## config.mk

```make
export PLATFORM = sky130hd
export DESIGN_NAME = rgb_to_hsv_converter_top_flat
export DESIGN_NICKNAME = d
export VERILOG_FILES = /design/src/sv/r2h_pkg.sv /design/src/sv/r2h_pix_if.sv /design/src/sv/r2h_hsv_if.sv /design/src/sv/r2h_div_pipe.sv /design/src/sv/rgb_to_hsv_converter_top.sv /design/src/flat_wrapper.sv
export SDC_FILE = /design/constraint.sdc
export NUM_CORES = 2
export LEC_CHECK = 0
export BUFFER_PORTS_ARGS = -buffer_cell sky130_fd_sc_hd__buf_2
export CAP_MARGIN = 20
export CORE_UTILIZATION = 60
export DETAILED_ROUTE_END_ITERATION = 8
export GPL_ROUTABILITY_DRIVEN = 0
export GPL_TIMING_DRIVEN = 0
export PLACE_DENSITY = 0.76
export SETUP_SLACK_MARGIN = 0.3
export SLEW_MARGIN = 30
export SYNTH_ARGS = -nofsm -noshare
export SYNTH_HDL_FRONTEND = slang
export SYNTH_SLANG_ARGS = --single-unit
```

## constraint.sdc

```tcl
create_clock -name clk -period 11 [get_ports clk]
set_input_delay 2.2 -clock clk [delete_from_list [all_inputs] [get_ports clk]]
set_output_delay 2.2 -clock clk [all_outputs]
set_load 0.03 [all_outputs]
```

## src/sv/r2h_pkg.sv

```systemverilog
package r2h_pkg;

  // channel and hue scaling
  localparam int CHANNEL_BITS  = 8;
  localparam int HUE_FRAC_BITS = 6;

  localparam int CH_MAX     = (1 << CHANNEL_BITS) - 1;
  localparam int HUE_SECTOR = 60 << HUE_FRAC_BITS;
  localparam int HUE_FULL   = 360 << HUE_FRAC_BITS;

  // output hue width, quotient widths and divider depth
  localparam int HUE_W  = $clog2(HUE_FULL);
  localparam int HUE_QW = $clog2(HUE_SECTOR + 1);
  localparam int NDIV   = (HUE_QW > CHANNEL_BITS) ? HUE_QW : CHANNEL_BITS;
  localparam int NUM_W  = CHANNEL_BITS + NDIV;
  localparam int HS_W   = HUE_W + 2;

  // sector codes: which channel holds the maximum
  localparam logic [1:0] SEC_RED   = 2'd0;
  localparam logic [1:0] SEC_GREEN = 2'd1;
  localparam logic [1:0] SEC_BLUE  = 2'd2;

  typedef logic [CHANNEL_BITS-1:0] chan_t;

  typedef struct packed {
    chan_t      mx;
    logic       neg;
    logic [1:0] sector;
    logic       defined;
    logic       grey;
  } side_t;

  // first stage result
  typedef struct packed {
    chan_t      delta;
    chan_t      abs_diff;
    side_t      side;
  } front_t;

  // one step of the dual restoring divider
  typedef struct packed {
    logic [NUM_W-1:0] sat_rem;
    chan_t            sat_den;
    logic [NDIV-1:0]  sat_q;
    logic [NUM_W-1:0] hue_rem;
    chan_t            hue_den;
    logic [NDIV-1:0]  hue_q;
    side_t            side;
  } div_st_t;

endpackage

```

## src/sv/r2h_pix_if.sv

```systemverilog
interface r2h_pix_if;
  logic                 valid;
  logic                 ready;
  r2h_pkg::chan_t       red;
  r2h_pkg::chan_t       green;
  r2h_pkg::chan_t       blue;

  modport source (output valid, output red, output green, output blue, input ready);
  modport sink   (input valid, input red, input green, input blue, output ready);
endinterface

```

## src/sv/r2h_hsv_if.sv

```systemverilog
interface r2h_hsv_if;
  logic                       valid;
  logic                       ready;
  logic [r2h_pkg::HUE_W-1:0]  hue;
  logic                       hue_defined;
  r2h_pkg::chan_t             saturation;
  r2h_pkg::chan_t             brightness;

  modport source (output valid, output hue, output hue_defined, output saturation,
                  output brightness, input ready);
  modport sink   (input valid, input hue, input hue_defined, input saturation,
                  input brightness, output ready);
endinterface

```

## src/sv/r2h_div_pipe.sv

```systemverilog
// Two restoring dividers side by side, one quotient bit of each per stage.
// A full stage holds while the next one cannot move; an empty stage always loads.
module r2h_div_pipe (
  input  logic             clk,
  input  logic             rst_n,
  input  logic             in_valid,
  output logic             in_ready,
  input  r2h_pkg::div_st_t in_st,
  output logic             out_valid,
  input  logic             out_ready,
  output r2h_pkg::div_st_t out_st
);

  localparam int N = r2h_pkg::NDIV;

  logic [N-1:0]     v_r;
  logic [N-1:0]     v_nxt;
  logic [N-1:0]     rdy;
  r2h_pkg::div_st_t st_r   [N];
  r2h_pkg::div_st_t st_nxt [N];

  always_comb begin
    rdy[N-1] = !v_r[N-1] || out_ready;
    for (int j = N - 2; j >= 0; j--) begin
      rdy[j] = !v_r[j] || rdy[j+1];
    end
  end

  always_comb begin
    r2h_pkg::div_st_t        src;
    logic [r2h_pkg::NUM_W-1:0] sat_sh;
    logic [r2h_pkg::NUM_W-1:0] hue_sh;
    for (int j = 0; j < N; j++) begin
      if (j == 0) begin
        src      = in_st;
        v_nxt[j] = in_valid;
      end else begin
        src      = st_r[j-1];
        v_nxt[j] = v_r[j-1];
      end
      sat_sh = r2h_pkg::NUM_W'(src.sat_den) << (N - 1 - j);
      hue_sh = r2h_pkg::NUM_W'(src.hue_den) << (N - 1 - j);
      st_nxt[j] = src;
      if (src.sat_rem >= sat_sh) begin
        st_nxt[j].sat_rem        = src.sat_rem - sat_sh;
        st_nxt[j].sat_q[N-1-j]   = 1'b1;
      end
      if (src.hue_rem >= hue_sh) begin
        st_nxt[j].hue_rem        = src.hue_rem - hue_sh;
        st_nxt[j].hue_q[N-1-j]   = 1'b1;
      end
    end
  end

  always_ff @(posedge clk) begin
    if (!rst_n) begin
      v_r <= '0;
    end else begin
      for (int j = 0; j < N; j++) begin
        if (rdy[j]) begin
          v_r[j] <= v_nxt[j];
        end
      end
    end
  end

  always_ff @(posedge clk) begin
    for (int j = 0; j < N; j++) begin
      if (rdy[j]) begin
        st_r[j] <= st_nxt[j];
      end
    end
  end

  assign in_ready  = rdy[0];
  assign out_valid = v_r[N-1];
  assign out_st    = st_r[N-1];

endmodule

```

## src/sv/rgb_to_hsv_converter_top.sv

```systemverilog
// Channel   Dir  Handshake      Payload
// in_ch     in   valid/ready    red, green, blue (8 bits each)
// out_ch    out  valid/ready    hue (15), hue_defined (1), saturation (8), brightness (8)
//
// One request per clock sustained while out_ch is not stalled. The stages are: one
// for max/min, one for the constant products, one per quotient bit of the hue
// divider, one for the sector offset and wrap.
// Reset (rst_n low at a clock edge) empties every stage; payload is not cleared.
// A stall on out_ch holds only the full stages behind it; empty stages keep
// loading, so bubbles are squeezed out and nothing is dropped or repeated.
module rgb_to_hsv_converter_top (
  input  logic       clk,
  input  logic       rst_n,
  r2h_pix_if.sink    in_ch,
  r2h_hsv_if.source  out_ch
);

  localparam int CB   = r2h_pkg::CHANNEL_BITS;
  localparam int HS_W = r2h_pkg::HS_W;

  // ---------------------------------------------------------------- stage A
  // max, min, winning sector and the signed difference of the other two
  logic             va_r, va_nxt;
  r2h_pkg::front_t  a_r, a_nxt;
  logic             rdy_a;

  // ---------------------------------------------------------------- stage B
  // dividends: delta*CH_MAX for saturation, SECTOR*|diff| for hue
  logic             vb_r, vb_nxt;
  r2h_pkg::div_st_t b_r, b_nxt;
  logic             rdy_b;

  // divider handshake
  logic             div_in_ready;
  logic             div_out_valid;
  r2h_pkg::div_st_t div_out;

  // ---------------------------------------------------------------- stage F
  logic             vf_r, vf_nxt;
  logic             rdy_f;
  logic [r2h_pkg::HUE_W-1:0] hue_r, hue_nxt;
  logic             def_r, def_nxt;
  r2h_pkg::chan_t   sat_r, sat_nxt;
  r2h_pkg::chan_t   val_r, val_nxt;

  // ready runs back from the output: a stage moves if it is empty or its
  // successor moves
  assign rdy_f = !vf_r || out_ch.ready;
  assign rdy_b = !vb_r || div_in_ready;
  assign rdy_a = !va_r || rdy_b;
  assign in_ch.ready = rdy_a;

  // stage A logic
  always_comb begin
    r2h_pkg::chan_t    r, g, b, mx, mn;
    logic signed [CB:0] diff;
    r = in_ch.red;
    g = in_ch.green;
    b = in_ch.blue;
    mx = r;
    mn = r;
    if (g > mx) mx = g;
    if (b > mx) mx = b;
    if (g < mn) mn = g;
    if (b < mn) mn = b;
    // red wins ties, then green
    if (r == mx) begin
      a_nxt.side.sector = r2h_pkg::SEC_RED;
      diff = $signed({1'b0, g}) - $signed({1'b0, b});
    end else if (g == mx) begin
      a_nxt.side.sector = r2h_pkg::SEC_GREEN;
      diff = $signed({1'b0, b}) - $signed({1'b0, r});
    end else begin
      a_nxt.side.sector = r2h_pkg::SEC_BLUE;
      diff = $signed({1'b0, r}) - $signed({1'b0, g});
    end
    a_nxt.side.neg     = diff[CB];
    a_nxt.abs_diff     = diff[CB] ? CB'(-diff) : diff[CB-1:0];
    a_nxt.delta        = mx - mn;
    a_nxt.side.mx      = mx;
    a_nxt.side.defined = (mx != '0);
    a_nxt.side.grey    = (mx == mn);
    va_nxt = in_ch.valid;
  end

  // stage B logic: constant multiplies only
  always_comb begin
    b_nxt.sat_rem = r2h_pkg::NUM_W'(a_r.delta) * r2h_pkg::NUM_W'(r2h_pkg::CH_MAX);
    b_nxt.sat_den = a_r.side.mx;
    b_nxt.sat_q   = '0;
    b_nxt.hue_rem = r2h_pkg::NUM_W'(a_r.abs_diff) * r2h_pkg::NUM_W'(r2h_pkg::HUE_SECTOR);
    b_nxt.hue_den = a_r.delta;
    b_nxt.hue_q   = '0;
    b_nxt.side    = a_r.side;
    vb_nxt        = va_r;
  end

  r2h_div_pipe u_div (
    .clk       (clk),
    .rst_n     (rst_n),
    .in_valid  (vb_r),
    .in_ready  (div_in_ready),
    .in_st     (b_r),
    .out_valid (div_out_valid),
    .out_ready (rdy_f),
    .out_st    (div_out)
  );

  // stage F logic: signed term, sector offset, wrap into one turn.
  // Grey and black pixels divide by zero in the divider; their hue is forced to 0.
  always_comb begin
    logic signed [HS_W-1:0] term;
    logic signed [HS_W-1:0] base;
    logic signed [HS_W-1:0] hsum;
    term = $signed(HS_W'(div_out.hue_q));
    if (div_out.side.neg) term = -term;
    case (div_out.side.sector)
      r2h_pkg::SEC_RED:   base = '0;
      r2h_pkg::SEC_GREEN: base = HS_W'(2 * r2h_pkg::HUE_SECTOR);
      r2h_pkg::SEC_BLUE:  base = HS_W'(4 * r2h_pkg::HUE_SECTOR);
      default:            base = '0;
    endcase
    hsum = base + term;
    if (hsum < 0) hsum = hsum + HS_W'(r2h_pkg::HUE_FULL);
    if (div_out.side.grey || !div_out.side.defined) begin
      hue_nxt = '0;
    end else begin
      hue_nxt = hsum[r2h_pkg::HUE_W-1:0];
    end
    def_nxt = div_out.side.defined;
    sat_nxt = div_out.side.defined ? div_out.sat_q[CB-1:0] : '0;
    val_nxt = div_out.side.mx;
    vf_nxt  = div_out_valid;
  end

  always_ff @(posedge clk) begin
    if (!rst_n) begin
      va_r <= 1'b0;
      vb_r <= 1'b0;
      vf_r <= 1'b0;
    end else begin
      if (rdy_a) va_r <= va_nxt;
      if (rdy_b) vb_r <= vb_nxt;
      if (rdy_f) vf_r <= vf_nxt;
    end
  end

  always_ff @(posedge clk) begin
    if (rdy_a) a_r <= a_nxt;
    if (rdy_b) b_r <= b_nxt;
    if (rdy_f) begin
      hue_r <= hue_nxt;
      def_r <= def_nxt;
      sat_r <= sat_nxt;
      val_r <= val_nxt;
    end
  end

  assign out_ch.valid       = vf_r;
  assign out_ch.hue         = hue_r;
  assign out_ch.hue_defined = def_r;
  assign out_ch.saturation  = sat_r;
  assign out_ch.brightness  = val_r;

  // ------------------------------------------------------------ assertions
  a_hue_range: assert property (@(posedge clk) disable iff (!rst_n)
    out_ch.valid |-> out_ch.hue < r2h_pkg::HUE_W'(r2h_pkg::HUE_FULL))
    else $error("hue outside one turn");

  a_black: assert property (@(posedge clk) disable iff (!rst_n)
    out_ch.valid && !out_ch.hue_defined |->
      out_ch.hue == '0 && out_ch.saturation == '0 && out_ch.brightness == '0)
    else $error("black pixel with non-zero result");

  a_sat_le_val: assert property (@(posedge clk) disable iff (!rst_n)
    out_ch.valid && out_ch.saturation != '0 |-> out_ch.brightness != '0)
    else $error("saturation without brightness");

  a_empty_ready: assert property (@(posedge clk) disable iff (!rst_n)
    !out_ch.valid |-> in_ch.ready)
    else $error("input stalled with empty output stage");

endmodule

```

## src/flat_wrapper.sv

```systemverilog
// flat-port wrapper written by rule: the top's interface ports become plain ports
module rgb_to_hsv_converter_top_flat 
  (clk, rst_n, in_ch_valid, in_ch_red, in_ch_green, in_ch_blue, in_ch_ready, out_ch_valid, out_ch_hue, out_ch_hue_defined, out_ch_saturation, out_ch_brightness, out_ch_ready);
  r2h_pix_if in_ch_i ();
  r2h_hsv_if out_ch_i ();
  input  logic clk;
  input  logic rst_n;
  input wire logic [$bits(in_ch_i.valid)-1:0] in_ch_valid;
  input wire logic [$bits(in_ch_i.red)-1:0] in_ch_red;
  input wire logic [$bits(in_ch_i.green)-1:0] in_ch_green;
  input wire logic [$bits(in_ch_i.blue)-1:0] in_ch_blue;
  output wire logic [$bits(in_ch_i.ready)-1:0] in_ch_ready;
  output wire logic [$bits(out_ch_i.valid)-1:0] out_ch_valid;
  output wire logic [$bits(out_ch_i.hue)-1:0] out_ch_hue;
  output wire logic [$bits(out_ch_i.hue_defined)-1:0] out_ch_hue_defined;
  output wire logic [$bits(out_ch_i.saturation)-1:0] out_ch_saturation;
  output wire logic [$bits(out_ch_i.brightness)-1:0] out_ch_brightness;
  input wire logic [$bits(out_ch_i.ready)-1:0] out_ch_ready;
  assign in_ch_i.valid = in_ch_valid;
  assign in_ch_i.red = in_ch_red;
  assign in_ch_i.green = in_ch_green;
  assign in_ch_i.blue = in_ch_blue;
  assign in_ch_ready = in_ch_i.ready;
  assign out_ch_valid = out_ch_i.valid;
  assign out_ch_hue = out_ch_i.hue;
  assign out_ch_hue_defined = out_ch_i.hue_defined;
  assign out_ch_saturation = out_ch_i.saturation;
  assign out_ch_brightness = out_ch_i.brightness;
  assign out_ch_i.ready = out_ch_ready;
  rgb_to_hsv_converter_top u_core (.clk(clk), .rst_n(rst_n), .in_ch(in_ch_i), .out_ch(out_ch_i));
endmodule
```

==> flow_summary.ini <==
[outcome]
outcome = finished clean

[logic_synthesis]
synth_cells = 3509
synth_top_family_by_area = adder cells
yosys.area_share.simple_pct = 10.5
async_flop_share_pct = 0
synthMuxAreaShare_pct = 0.771
synthAdderAreaFrac_pct = 11.7
yosysSeqAreaShare_pct = 58.4
yosysWarnings = 0
ys_seq_elements = 851
synth_area_sq_um = 43500
synth_cell_types = 84
synth-edff-count = 836
synth.avg_cell_area_sq_um = 12.4
synth_compound_area_share_pct = 9.25
synth_nets = 3901
ys_top_cells_by_area = edfxtp_1 58%, ha_1 8.5%, inv_1 3.4%
synth_top_cell_by_area = edfxtp_1
synth_top_area_share_pct = 57.7
synthXorXnorAreaFrac_pct = 5.42
ys.flop_type = edfxtp_1

[placed_design]
dp_cells = 4530
dpl.hpwl_um = 53900
io_buffers = 61
place_ws_ns = 2.75

[drt]
antenna_left = 0
drc = 0
drtPass1Iterations = 5
drtIter0Drc = 1327
vias = 25700
wl_um = 71400
routed_via_density = 5.49
wl_per_cell_um = 15.2

[sta]
clock-skew-final_ns = 0.0176
worstMarginPinSlew_ns = 0.914
slew_headroom_pct = 38.6
setup_tns_ns = 0
min_period_ns = 8.12
clock.fmax_ghz = 0.123
period_share_pct = 73.8
rsz0062_at_grt = no
setup_viol = 0
setup_slack_ns = 2.88
drv_slew = 0
report.final.hold_viol_count = 0

[final_layout]
diodes = 0
syn_to_final_growth_pct = 10.7
nNetsFinal = 4061
stdcell_count = 4686
utilization_pct = 67.2
final_layout_size_suffix_gt1_share_pct = 6.99

[die]
die_h_um = 271
fp.dieW_um = 271
core_sq_um = 71600
initial_core_util_pct = 60.7
ioPinCount = 62
rows = 98
die_area_sq_um = 73600

[clock_network]
cts-hold-fix-buffers = 0
clock-sinks = 851
cts_buffers = 87
post_cts_resized = 0
cts_tree = done
cts_root_buffer = clkbuf_16
clk_latency_ns = 0.63
cts_setup_buffers = 0
htree_levels = 3
cts_buffer_depth = 3
clk_pin_slew_ns = 0.06

[setup_path]
reg2regPathDepth = 19
worst-path-buf-inv = 4
crit_path_max_fanout = 33
cp_data_arrival_time_ns = 5.92
cpPeakStageDelay_ns = 0.40
cp-startpoint = out_ch_ready
r2r_setup_slack_ns = 6.02
critPathKind = primary input to primary output
cpMostUsedCell = and3_1
cp_cell_sequence = buf_2 > nor2b_1 > inv_2 > nor2_1 > and2_1 > and3_1 > and3_1 > and3_1 > and3_1 > nand2_2 > buf_12 > buf_2
start_kind = primary input
end_kind = primary output
cp.required_ns = 8.80
reg2reg_to = u_core.b_r[88]$_DFFE_PP_
critPathTopFamily = simple AND/OR/NAND/NOR gates
rr_startpoint = u_core.a_r[24]$_DFFE_PP_
critical_path.slowest_cell = inv_2

[grt]
grt_max_degree = 59
grt-ovfl-total = 0
grt_pass1_wl_um = 119000
grt_pass1_vias = 26100
antenna_found_initial = 0
track_usage_pct = 19.8

[worst_hold_path]
holdPathEnd = u_core.u_div.st_r[1][114]$_DFFE_PP_
hp-start = u_core.u_div.st_r[1][21]$_DFFE_PP_
whs_path_depth = 0
hold_path.class = flop to flop

[job]
max-cap-violations = 0
-- cells in the final DEF, fill, tap and decap left out, types with 16 or more instances in the layout --
cell and count:
clkbuf_16 89, and3_1 16, nand4_1 50, fa_1 70, nor2b_1 62, o21ai_0 185, nor4_1 41, edfxtp_1 836
buf_2 67, xnor2_1 158, mux2i_1 20, or3_1 22, o21a_1 19, o21bai_1 24, xor2_1 111, inv_1 385
a21o_1 93, ha_1 294, a21oi_1 201, nand2b_1 86, and2_1 36, nand3_1 32, o31ai_1 38, clkbuf_1 61
nor2_1 216, nand2_1 204, nor3_1 62
-- through the flow --
step | hold WS, ns | instance area (sq um)
after floorplan | 0.400 | 43500
after global placement | 0.400 | 45000
after detailed placement | 0.405 | 45300
after CTS | 0.410 | 48100
after global routing | 0.415 | 48100
final | 0.406 | 48100
-- cells by family (layout without fill, tap and decap cells) --
family                     count (synthesis)  in the layout
AOI/OAI and AO/OA                        652            652
xor gates and xnor gates                 269            269
adders and majority gates                364            364
buffers and inverters                    445            672
DFF                                      851            851
muxes                                     31             31
and+or+nand+nor                          897            897
-- cells in the mapped netlist (50+ instances only) --
cell type / n
a21o_1: 93
a21oi_1: 201
edfxtp_1: 836
fa_1: 70
ha_1: 294
inv_1: 394
nand2_1: 210
nand2b_1: 86
nand4_1: 50
nor2_1: 216
nor2b_1: 62
nor3_1: 62
o21ai_0: 185
xnor2_1: 158
xor2_1: 111
-- layout make-up --
cell class | count | area [sq um]
sequential | 851 | 25400
fill | 5010 | 23500
multi-input combinational | 2213 | 16400
clock buffer | 118 | 2360
inverter | 395 | 1500
tap | 950 | 1190
timing repair buffer | 71 | 566
clock inverter | 38 | 465
buffer | 50 | 236
-- worst register-to-register path, stage by stage (launching register included) --
cell,delay [ns]
edfxtp_1,0.56
fa_1,0.52
fa_1,0.51
inv_1,0.05
fa_1,0.47
fa_1,0.56
inv_1,0.05
ha_1,0.32
inv_1,0.07
o21ai_0,0.13
a21oi_1,0.17
o21ai_0,0.11
and2_1,0.18
o21ai_0,0.20
nand2_1,0.13
a21oi_1,0.16
o21bai_1,0.10
a21o_1,0.19
a21oi_1,0.17
xnor2_1,0.10
-- worst max-delay path by stage --
stage	end	depth (start not counted)
final	in_ch_ready	12
after global routing	in_ch_ready	12
after CTS	in_ch_ready	12
after detailed placement	u_core.a_r[19]$_DFFE_PP_	25
after global placement	in_ch_ready	11
after floorplan	in_ch_ready	9
-- registers in the layout (all words and copies together) (netlist names) --
signal and flops:
u_core.out_ch.saturation 8, u_core.out_ch.valid 1, u_core.u_div.st_r 727, u_core.u_div.v_r 12, u_core.a_r 29, u_core.vb_r 1, u_core.out_ch.hue 15, u_core.va_r 1
u_core.b_r 48, u_core.out_ch.brightness 8, u_core.out_ch.hue_defined 1
-- metal layers --
metal  vias up  routed length (um)  GRT usage (%)  part of all wire [%]
li1      12900                   -              -                     -
met1     12100               26900           20.8                    38
met4         0                2670           8.63                   3.7
met2       485               39200           38.9                    55
met3       196                2640           2.78                   3.7
met5         -                   0              0                     0
Power is not shown: default switching activity piles up to over one toggle a cycle in this logic, so the estimate is an artifact.
